===== config.mk =====
export PLATFORM = sky130hd
export DESIGN_NAME = cyclic_code_encode_check
export DESIGN_NICKNAME = d
export VERILOG_FILES = /design/src/cce_pkg.sv /design/src/cyclic_code_encode_check.sv
export SDC_FILE = /design/constraint.sdc
export NUM_CORES = 1
export LEC_CHECK = 0
export ABC_AREA = 1
export BUFFER_PORTS_ARGS = -buffer_cell sky130_fd_sc_hd__buf_4
export CAP_MARGIN = 20
export CORE_MARGIN = 4
export CORE_UTILIZATION = 59
export CTS_CLUSTER_DIAMETER = 150
export DETAILED_ROUTE_END_ITERATION = 10
export PLACE_DENSITY_LB_ADDON = 0.3
export SLEW_MARGIN = 20
export SYNTH_ARGS = -nofsm -noshare
export SYNTH_HDL_FRONTEND = slang
export SYNTH_SLANG_ARGS = --single-unit
export TNS_END_PERCENT = 50

===== constraint.sdc =====
create_clock -name clk -period 7.7 [get_ports clk]
set_input_delay 1.155 -clock clk [delete_from_list [all_inputs] [get_ports clk]]
set_output_delay 1.155 -clock clk [all_outputs]
set_load 0.02 [all_outputs]

===== src/cce_pkg.sv =====
// ----------------------------------------------------------------------------
// cce_pkg
// shared constants for the cyclic code encoder and syndrome checker
// ----------------------------------------------------------------------------
package cce_pkg;

	localparam int MSG_BITS_DEF = 32;
	localparam int GEN_BITS_DEF = 17;

	localparam int WORD_W = 48;
	localparam int SYN_W  = 16;
	localparam int MW_W   = 6;

	localparam int GEN_RESET = 69665;
	localparam int MW_RESET  = 16;

	localparam int CFG_IDX_W = 1;

	localparam logic [CFG_IDX_W-1:0] REG_GENERATOR = 1'd0;
	localparam logic [CFG_IDX_W-1:0] REG_MSG_WIDTH = 1'd1;

endpackage


===== src/cyclic_code_encode_check.sv =====
// ----------------------------------------------------------------------------
// cyclic_code_encode_check
// systematic cyclic encoder with syndrome check over one serial divider
// ----------------------------------------------------------------------------
// Takes a message and an error pattern, builds the systematic codeword
// (message shifted up r places, remainder mod g(x) in the low bits), adds
// the error bits below the codeword length and reports the syndrome of the
// received word with detected / undetected flags. r is the degree of the
// generator register. One GEN_BITS-1 bit division shift register does all the
// work, one bit per cycle: MSG_BITS steps over the message, r steps of
// appended zeros, a build step for codeword and received word, then 48 steps
// over the received word. The input is stalled from input transfer until
// the result is handed to the output register; a message out of range for
// the width register skips the division and goes to the done state instead.
// A result waiting on a stalled output does not block the next input
// transfer, only the end of the next item.
// ----------------------------------------------------------------------------
module cyclic_code_encode_check
	import cce_pkg::*;
#(
	parameter int MSG_BITS = MSG_BITS_DEF,
	parameter int GEN_BITS = GEN_BITS_DEF,
	localparam int CFG_W = (GEN_BITS > MW_W) ? GEN_BITS : MW_W
) (
	input  logic                 clk,
	input  logic                 arst_n,

	input  logic                 cfg_valid,
	output logic                 cfg_ready,
	input  logic [CFG_IDX_W-1:0] cfg_index,
	input  logic [CFG_W-1:0]     cfg_data,

	input  logic                 in_valid,
	output logic                 in_stall,
	input  logic [MSG_BITS-1:0]  message,
	input  logic [WORD_W-1:0]    error_pattern,

	output logic                 out_valid,
	input  logic                 out_stall,
	output logic [WORD_W-1:0]    codeword,
	output logic [WORD_W-1:0]    received,
	output logic [SYN_W-1:0]     syndrome,
	output logic                 detected,
	output logic                 undetected,
	output logic                 range_error
);

	localparam int RW    = GEN_BITS - 1;
	localparam int R_W   = $clog2(GEN_BITS);
	localparam int MAXC  = (MSG_BITS > WORD_W) ? MSG_BITS : WORD_W;
	localparam int CNT_W = $clog2(MAXC + 1);
	localparam int N_W   = CNT_W + 1;
	localparam int SH_W  = MSG_BITS + RW;
	localparam int WIDE_W = (SH_W > WORD_W) ? SH_W : WORD_W;

	localparam logic [2:0] ST_IDLE = 3'd0;
	localparam logic [2:0] ST_MSG  = 3'd1;
	localparam logic [2:0] ST_ZERO = 3'd2;
	localparam logic [2:0] ST_BUILD = 3'd3;
	localparam logic [2:0] ST_RECV = 3'd4;
	localparam logic [2:0] ST_DONE = 3'd5;

	logic [2:0]          state_q;
	logic [GEN_BITS-1:0] generator_q;
	logic [MW_W-1:0]     mw_q;

	logic [GEN_BITS-1:0] g_eff_q;
	logic [R_W-1:0]      r_q;
	logic [RW-1:0]       rem_q;
	logic [CNT_W-1:0]    cnt_q;
	logic [CNT_W-1:0]    mlen_q;
	logic [MSG_BITS-1:0] msg_q;
	logic [MSG_BITS-1:0] msg_sh_q;
	logic [WORD_W-1:0]   err_q;
	logic [WORD_W-1:0]   code_q;
	logic [WORD_W-1:0]   recv_q;
	logic [WORD_W-1:0]   recv_sh_q;
	logic                err_nz_q;
	logic                range_q;

	logic                out_valid_q;
	logic [WORD_W-1:0]   codeword_q;
	logic [WORD_W-1:0]   received_q;
	logic [SYN_W-1:0]    syndrome_q;
	logic                detected_q;
	logic                undetected_q;
	logic                range_error_q;

	logic                in_xfer;
	logic                cfg_xfer;
	logic                out_free;
	logic                range_c;
	logic [R_W-1:0]      r_c;
	logic                div_bit;
	logic [GEN_BITS-1:0] div_in;
	logic [GEN_BITS-1:0] div_x;
	logic [RW-1:0]       rem_d;
	logic [WIDE_W-1:0]   msg_wide;
	logic [WIDE_W-1:0]   msg_shl;
	logic [WORD_W-1:0]   code_c;
	logic [N_W-1:0]      n_c;
	logic [WORD_W-1:0]   nmask_c;
	logic [WORD_W-1:0]   emask_c;

	assign in_stall  = (state_q != ST_IDLE);
	assign in_xfer   = in_valid && !in_stall;
	assign cfg_ready = (state_q == ST_IDLE);
	assign cfg_xfer  = cfg_valid && cfg_ready;
	assign out_free  = !out_valid_q || !out_stall;
	assign range_c   = ((message >> mw_q) != '0);

	// degree of the generator, zero generator counts as degree zero
	always_comb begin
		r_c = '0;
		for (int i = 1; i < GEN_BITS; i++) begin
			if (generator_q[i]) begin
				r_c = R_W'(i);
			end
		end
	end

	// one step of the division register
	always_comb begin
		unique case (state_q)
			ST_MSG:  div_bit = msg_sh_q[MSG_BITS-1];
			ST_RECV: div_bit = recv_sh_q[WORD_W-1];
			default: div_bit = 1'b0;
		endcase
		div_in = {rem_q, div_bit};
		div_x  = div_in[r_q] ? (div_in ^ g_eff_q) : div_in;
		rem_d  = div_x[RW-1:0];
	end

	// codeword and masked error
	always_comb begin
		msg_wide = WIDE_W'(msg_q);
		msg_shl  = msg_wide << r_q;
		code_c   = WORD_W'(msg_shl) | WORD_W'(rem_q);
		n_c      = N_W'(mlen_q) + N_W'(r_q);
		for (int i = 0; i < WORD_W; i++) begin
			nmask_c[i] = (N_W'(i) < n_c) || (i >= (1 << N_W) - 1);
		end
		emask_c = err_q & nmask_c;
	end

	always_ff @(posedge clk or negedge arst_n) begin
		if (!arst_n) begin
			generator_q <= GEN_BITS'(GEN_RESET);
			mw_q        <= MW_W'(MW_RESET);
		end else if (cfg_xfer) begin
			unique case (cfg_index)
				REG_GENERATOR: generator_q <= cfg_data[GEN_BITS-1:0];
				REG_MSG_WIDTH: mw_q        <= cfg_data[MW_W-1:0];
				default: ;
			endcase
		end
	end

	always_ff @(posedge clk or negedge arst_n) begin
		if (!arst_n) begin
			state_q <= ST_IDLE;
		end else begin
			unique case (state_q)
				ST_IDLE: begin
					if (in_xfer) begin
						state_q <= range_c ? ST_DONE : ST_MSG;
					end
				end
				ST_MSG: begin
					if (cnt_q == CNT_W'(1)) begin
						state_q <= (r_q == '0) ? ST_BUILD : ST_ZERO;
					end
				end
				ST_ZERO: begin
					if (cnt_q == CNT_W'(1)) begin
						state_q <= ST_BUILD;
					end
				end
				ST_BUILD: state_q <= ST_RECV;
				ST_RECV: begin
					if (cnt_q == CNT_W'(1)) begin
						state_q <= ST_DONE;
					end
				end
				ST_DONE: begin
					if (out_free) begin
						state_q <= ST_IDLE;
					end
				end
				default: state_q <= ST_IDLE;
			endcase
		end
	end

	// datapath registers
	always_ff @(posedge clk) begin
		unique case (state_q)
			ST_IDLE: begin
				if (in_xfer) begin
					g_eff_q   <= (generator_q == '0) ? GEN_BITS'(1) : generator_q;
					r_q       <= r_c;
					rem_q     <= '0;
					cnt_q     <= CNT_W'(MSG_BITS);
					mlen_q    <= '0;
					msg_q     <= message;
					msg_sh_q  <= message;
					err_q     <= error_pattern;
					code_q    <= '0;
					recv_q    <= '0;
					err_nz_q  <= 1'b0;
					range_q   <= range_c;
				end
			end
			ST_MSG: begin
				rem_q    <= rem_d;
				msg_sh_q <= msg_sh_q << 1;
				if (msg_sh_q[MSG_BITS-1] && (mlen_q == '0)) begin
					mlen_q <= cnt_q;
				end
				cnt_q <= (cnt_q == CNT_W'(1)) ? CNT_W'(r_q) : cnt_q - CNT_W'(1);
			end
			ST_ZERO: begin
				rem_q <= rem_d;
				cnt_q <= cnt_q - CNT_W'(1);
			end
			ST_BUILD: begin
				code_q    <= code_c;
				recv_q    <= code_c ^ emask_c;
				recv_sh_q <= code_c ^ emask_c;
				err_nz_q  <= (emask_c != '0);
				rem_q     <= '0;
				cnt_q     <= CNT_W'(WORD_W);
			end
			ST_RECV: begin
				rem_q     <= rem_d;
				recv_sh_q <= recv_sh_q << 1;
				cnt_q     <= cnt_q - CNT_W'(1);
			end
			default: ;
		endcase
	end

	// output register
	always_ff @(posedge clk or negedge arst_n) begin
		if (!arst_n) begin
			out_valid_q <= 1'b0;
		end else if (state_q == ST_DONE && out_free) begin
			out_valid_q <= 1'b1;
		end else if (!out_stall) begin
			out_valid_q <= 1'b0;
		end
	end

	always_ff @(posedge clk) begin
		if (state_q == ST_DONE && out_free) begin
			codeword_q    <= code_q;
			received_q    <= recv_q;
			syndrome_q    <= SYN_W'(rem_q);
			detected_q    <= (rem_q != '0);
			undetected_q  <= (rem_q == '0) && err_nz_q;
			range_error_q <= range_q;
		end
	end

	assign out_valid   = out_valid_q;
	assign codeword    = codeword_q;
	assign received    = received_q;
	assign syndrome    = syndrome_q;
	assign detected    = detected_q;
	assign undetected  = undetected_q;
	assign range_error = range_error_q;

	a_flags_exclusive: assert property (@(posedge clk) disable iff (!arst_n)
		out_valid |-> !(detected && undetected))
		else $error("detected and undetected both set");

	a_range_clean: assert property (@(posedge clk) disable iff (!arst_n)
		out_valid && range_error |-> (codeword == '0) && (received == '0)
			&& (syndrome == '0) && !detected && !undetected)
		else $error("range result carries data");

	a_xfer_starts: assert property (@(posedge clk) disable iff (!arst_n)
		in_xfer |=> (state_q == ST_MSG) || (state_q == ST_DONE))
		else $error("input transfer did not start an item");

	a_count_live: assert property (@(posedge clk) disable iff (!arst_n)
		(state_q == ST_MSG) || (state_q == ST_ZERO) || (state_q == ST_RECV)
			|-> (cnt_q != '0))
		else $error("bit counter ran out in a division phase");

endmodule

==> results.ini <==
[setup_path]
start_kind=register
arrival_ps=4010
reg2reg_to=err_nz_q
reg2reg_slack_ps=4030
critPathCaptureType=register
cp_max_fo=43
path_class=reg2reg
reg2reg_from=r_q[0]
reg2reg_depth=15
worstPathRequired_ps=8030

[finish]
fin_nets=2374
fillers=2524
area_growth_syn_to_layout_pct=16.59
design_area_um2=24180
drive_above_1_share_pct=16.09
finalNonFillerCells=2754
insertedDiodeCount=0

[synth]
yosysWarningCount=0
ys_ff_latch=449
synthesis.nets=2188
yosysUniqueCellTypes=54
async_flop_share_pct=6.013
syn-cell-area_um2=20740
synth_edf_count=422
synth_seq_area_share_pct=64.38
synth-main-ff-cell=edfxtp_1
syn_inst=2077
synth_area_per_cell_um2=9.986

[global_route]
grt_max_degree=100
grt_overflow_total=0
grt_first_pass_wirelength_um=83400
grt_pass1_vias=15060
antenna_found_initial=0
grtUsageTotal_pct=27.85

[power]
p_per_area_nw_per_um2=205.8
p_leak_nw=9.072
ir_drop_v=0.0002299

[drt]
met2WireLength_um=27020
ant_nets=0
drt_first_pass_iters=7
vias=15500
remaining_drc_errors=0
wl_met1_um=20700
route.met3.wl_um=4245
wire_per_inst_um=19.54
vias_per_cell=5.629
drtIter0Drc=1598
wl_um=53810
routed.top_layer=met4

[sta]
setup_viol=0
fin_setup_tns_ps=0
max_slew.worst_pin.slew_ps=1123
rsz0062_at_grt=no
drv_slew=0
fin_hold_ws_ps=416.1
period_minus_slack_ps=3674
max-slew-margin-rel_pct=25.13
fin_skew_ps=19.77
hold_violations=0
clock.fmax_mhz=272.2
finalCritPeriodShare_pct=47.72

[min_path]
whs_path_depth=0
holdPathEnd=received[33]
min_from=recv_q[33]
hp-class=reg2reg

[placed_design]
portBuffers=220
hpwl_um=39620
gp_congestion=0.9772
dp.cells=2670
dpl-instance-area_um2=22660

[job]
drv_cap=0

[floorplanning]
fp.dieH_um=195.5
die_w_um=195.5
start_util_pct=59.90
die-area_um2=38220
std_cell_rows=68
coreArea_um2=34630
pin_count=221

[cts]
hold_buffers=0
cts-root-buf=clkbuf_16
cts_tree=yes
numCtsBuffers=45
clk_path_buf_depth=3
cts_resized=0
path_clk_slew_ps=60
clk_latency_ps=590
clock_sinks=449
cts_max_level=2
post_cts_buffers=0

[outcome]
status=finished clean

[flip-flops by register name, indices dropped and copies added, names as in the netlist, 32 cells and up]
name,cells
codeword,48
recv_sh_q,48
received,48
msg_sh_q,32
err_q,48
recv_q,48
msg_q,32
code_q,48
[through the flow]
stage / util [%] / power (mW) / setup slack (ps)
6_report: 69.83 / 4.976 / 4026
5_1_grt: 69.83 / 5.134 / 3746
4_1_cts: 69.72 / 5.003 / 3991
3_5_place_dp: 65.44 / 2.840 / 4020
3_3_place_gp: 65.44 / 2.837 / 4015
2_1_floorplan: - / 2.770 / 355.8
[power breakdown]
group | leakage [nW] | internal, mW | total (mW) | switching (mW)
Combinational | 4.82 | 0.0597 | 0.135 | 0.0752
Clock | 0.708 | 1.27 | 2.19 | 0.916
Sequential | 3.54 | 2.65 | 2.66 | 0.00631
[cells in the final DEF, fill, tap and decap left out, types with 3 or more instances in the layout]
cell | netlist | final
nand2_2 | 8 | 9
nand2_4 | 2 | 3
xor2_1 | 32 | 32
clkinv_2 | 0 | 6
inv_2 | 10 | 10
nand2_1 | 631 | 629
clkbuf_1 | 62 | 7
nor2_1 | 200 | 200
or2_1 | 5 | 5
inv_1 | 141 | 140
a21oi_1 | 59 | 58
o21ai_1 | 69 | 69
clkinvlp_4 | 0 | 6
edfxtp_1 | 422 | 422
nor4_1 | 6 | 6
mux2i_1 | 4 | 4
dfstp_2 | 5 | 5
mux2_2 | 4 | 4
o21ai_0 | 127 | 127
o21ai_2 | 7 | 7
or2_2 | 3 | 3
nand4_1 | 6 | 6
nand3_2 | 3 | 3
ha_1 | 7 | 7
a31oi_1 | 11 | 11
clkbuf_16 | 0 | 45
buf_4 | 5 | 239
clkinv_1 | 2 | 10
dfrtp_1 | 22 | 22
bufinv_16 | 0 | 5
o211ai_1 | 7 | 7
nor2_4 | 4 | 4
nor2_2 | 6 | 6
xnor2_1 | 10 | 10
nand3_1 | 122 | 121
nor3_1 | 14 | 13
nand3b_1 | 3 | 3
o22ai_1 | 4 | 4
[synthesized netlist by cell type (all sizes together) (2+ instances only)]
cell / number / area share [%]
o41ai: 2 / 0.084
nand2: 641 / 12
or2: 9 / 0.27
nor4: 6 / 0.18
buf: 39 / 1.2
mux2i: 4 / 0.19
o22ai: 4 / 0.12
a21oi: 59 / 1.4
mux2: 4 / 0.22
xnor2: 10 / 0.42
nor3: 15 / 0.42
clkbuf: 62 / 1.1
clkinv: 2 / 0.036
xor2: 32 / 1.4
nor2: 210 / 4.0
nand3: 125 / 3.1
dfrtp: 22 / 2.7
ha: 7 / 0.42
nand4: 6 / 0.18
nand3b: 3 / 0.11
a31oi: 11 / 0.33
and3: 2 / 0.060
o21ai: 203 / 5.0
inv: 152 / 2.8
dfstp: 5 / 0.63
o211ai: 7 / 0.25
edfxtp: 422 / 61
o21a: 2 / 0.072
[cell families (layout without fill, tap and decap cells)]
kind of cell             Yosys count  after routing  share of synthesized area, %
flip-flops                       449            449                         64.38
adder cells (fa/ha/maj)            8              8                        0.5188
XOR/XNOR                          42             42                         1.774
buffers and inverters            255            477                         5.140
AO/OA/AOI/OAI                    295            295                         7.577
multiplexers                       8              8                        0.4102
AND/OR/NAND/NOR                 1020           1020                         20.20
[metal layers]
| metal | track usage [%] | vias to the layer above |
|---|---|---|
| li1 | - | 7390 |
| met1 | 35.87 | 7272 |
| met2 | 48.05 | 735 |
| met3 | 4.986 | 105 |
| met4 | 9.465 | 0 |
| met5 | 0 | - |
[worst max-delay path by stage]
stage | start | endpoint | slack, ps | depth (start not counted)
6_report | r_q[0] | err_nz_q | 4030 | 15
3_3_place_gp | r_q[0] | err_nz_q | 4010 | 13
5_1_grt | r_q[0] | err_nz_q | 3750 | 13
2_1_floorplan | out_stall | codeword[0] | 360 | 1
4_1_cts | r_q[0] | err_nz_q | 3990 | 13
3_5_place_dp | r_q[0] | err_nz_q | 4020 | 13
[layout make-up]
class | count | area, µm² | share of cell area [%]
flip-flops and latches | 449 | 13350 | 55.22
clock inverters | 29 | 301.5 | 1.247
well taps | 455 | 569.3 | 2.354
clock buffers | 54 | 1180 | 4.879
inverters | 154 | 583.1 | 2.411
multi-input cells | 1373 | 6372 | 26.35
repair buffers | 240 | 1822 | 7.534
[critical path, cell delays in order (launching register included)]
cell	delay, ps
edfxtp_1	360
buf_4	270
ha_1	320
fa_1	450
nor2_1	150
nor2_2	90
a21oi_1	660
nor2_1	120
o21ai_0	290
nand2_1	80
nor2_1	120
nand2_1	60
nor2_1	220
nand2_1	80
nor2_1	110
nor2_1	50
(Power assumes the default switching activity.)
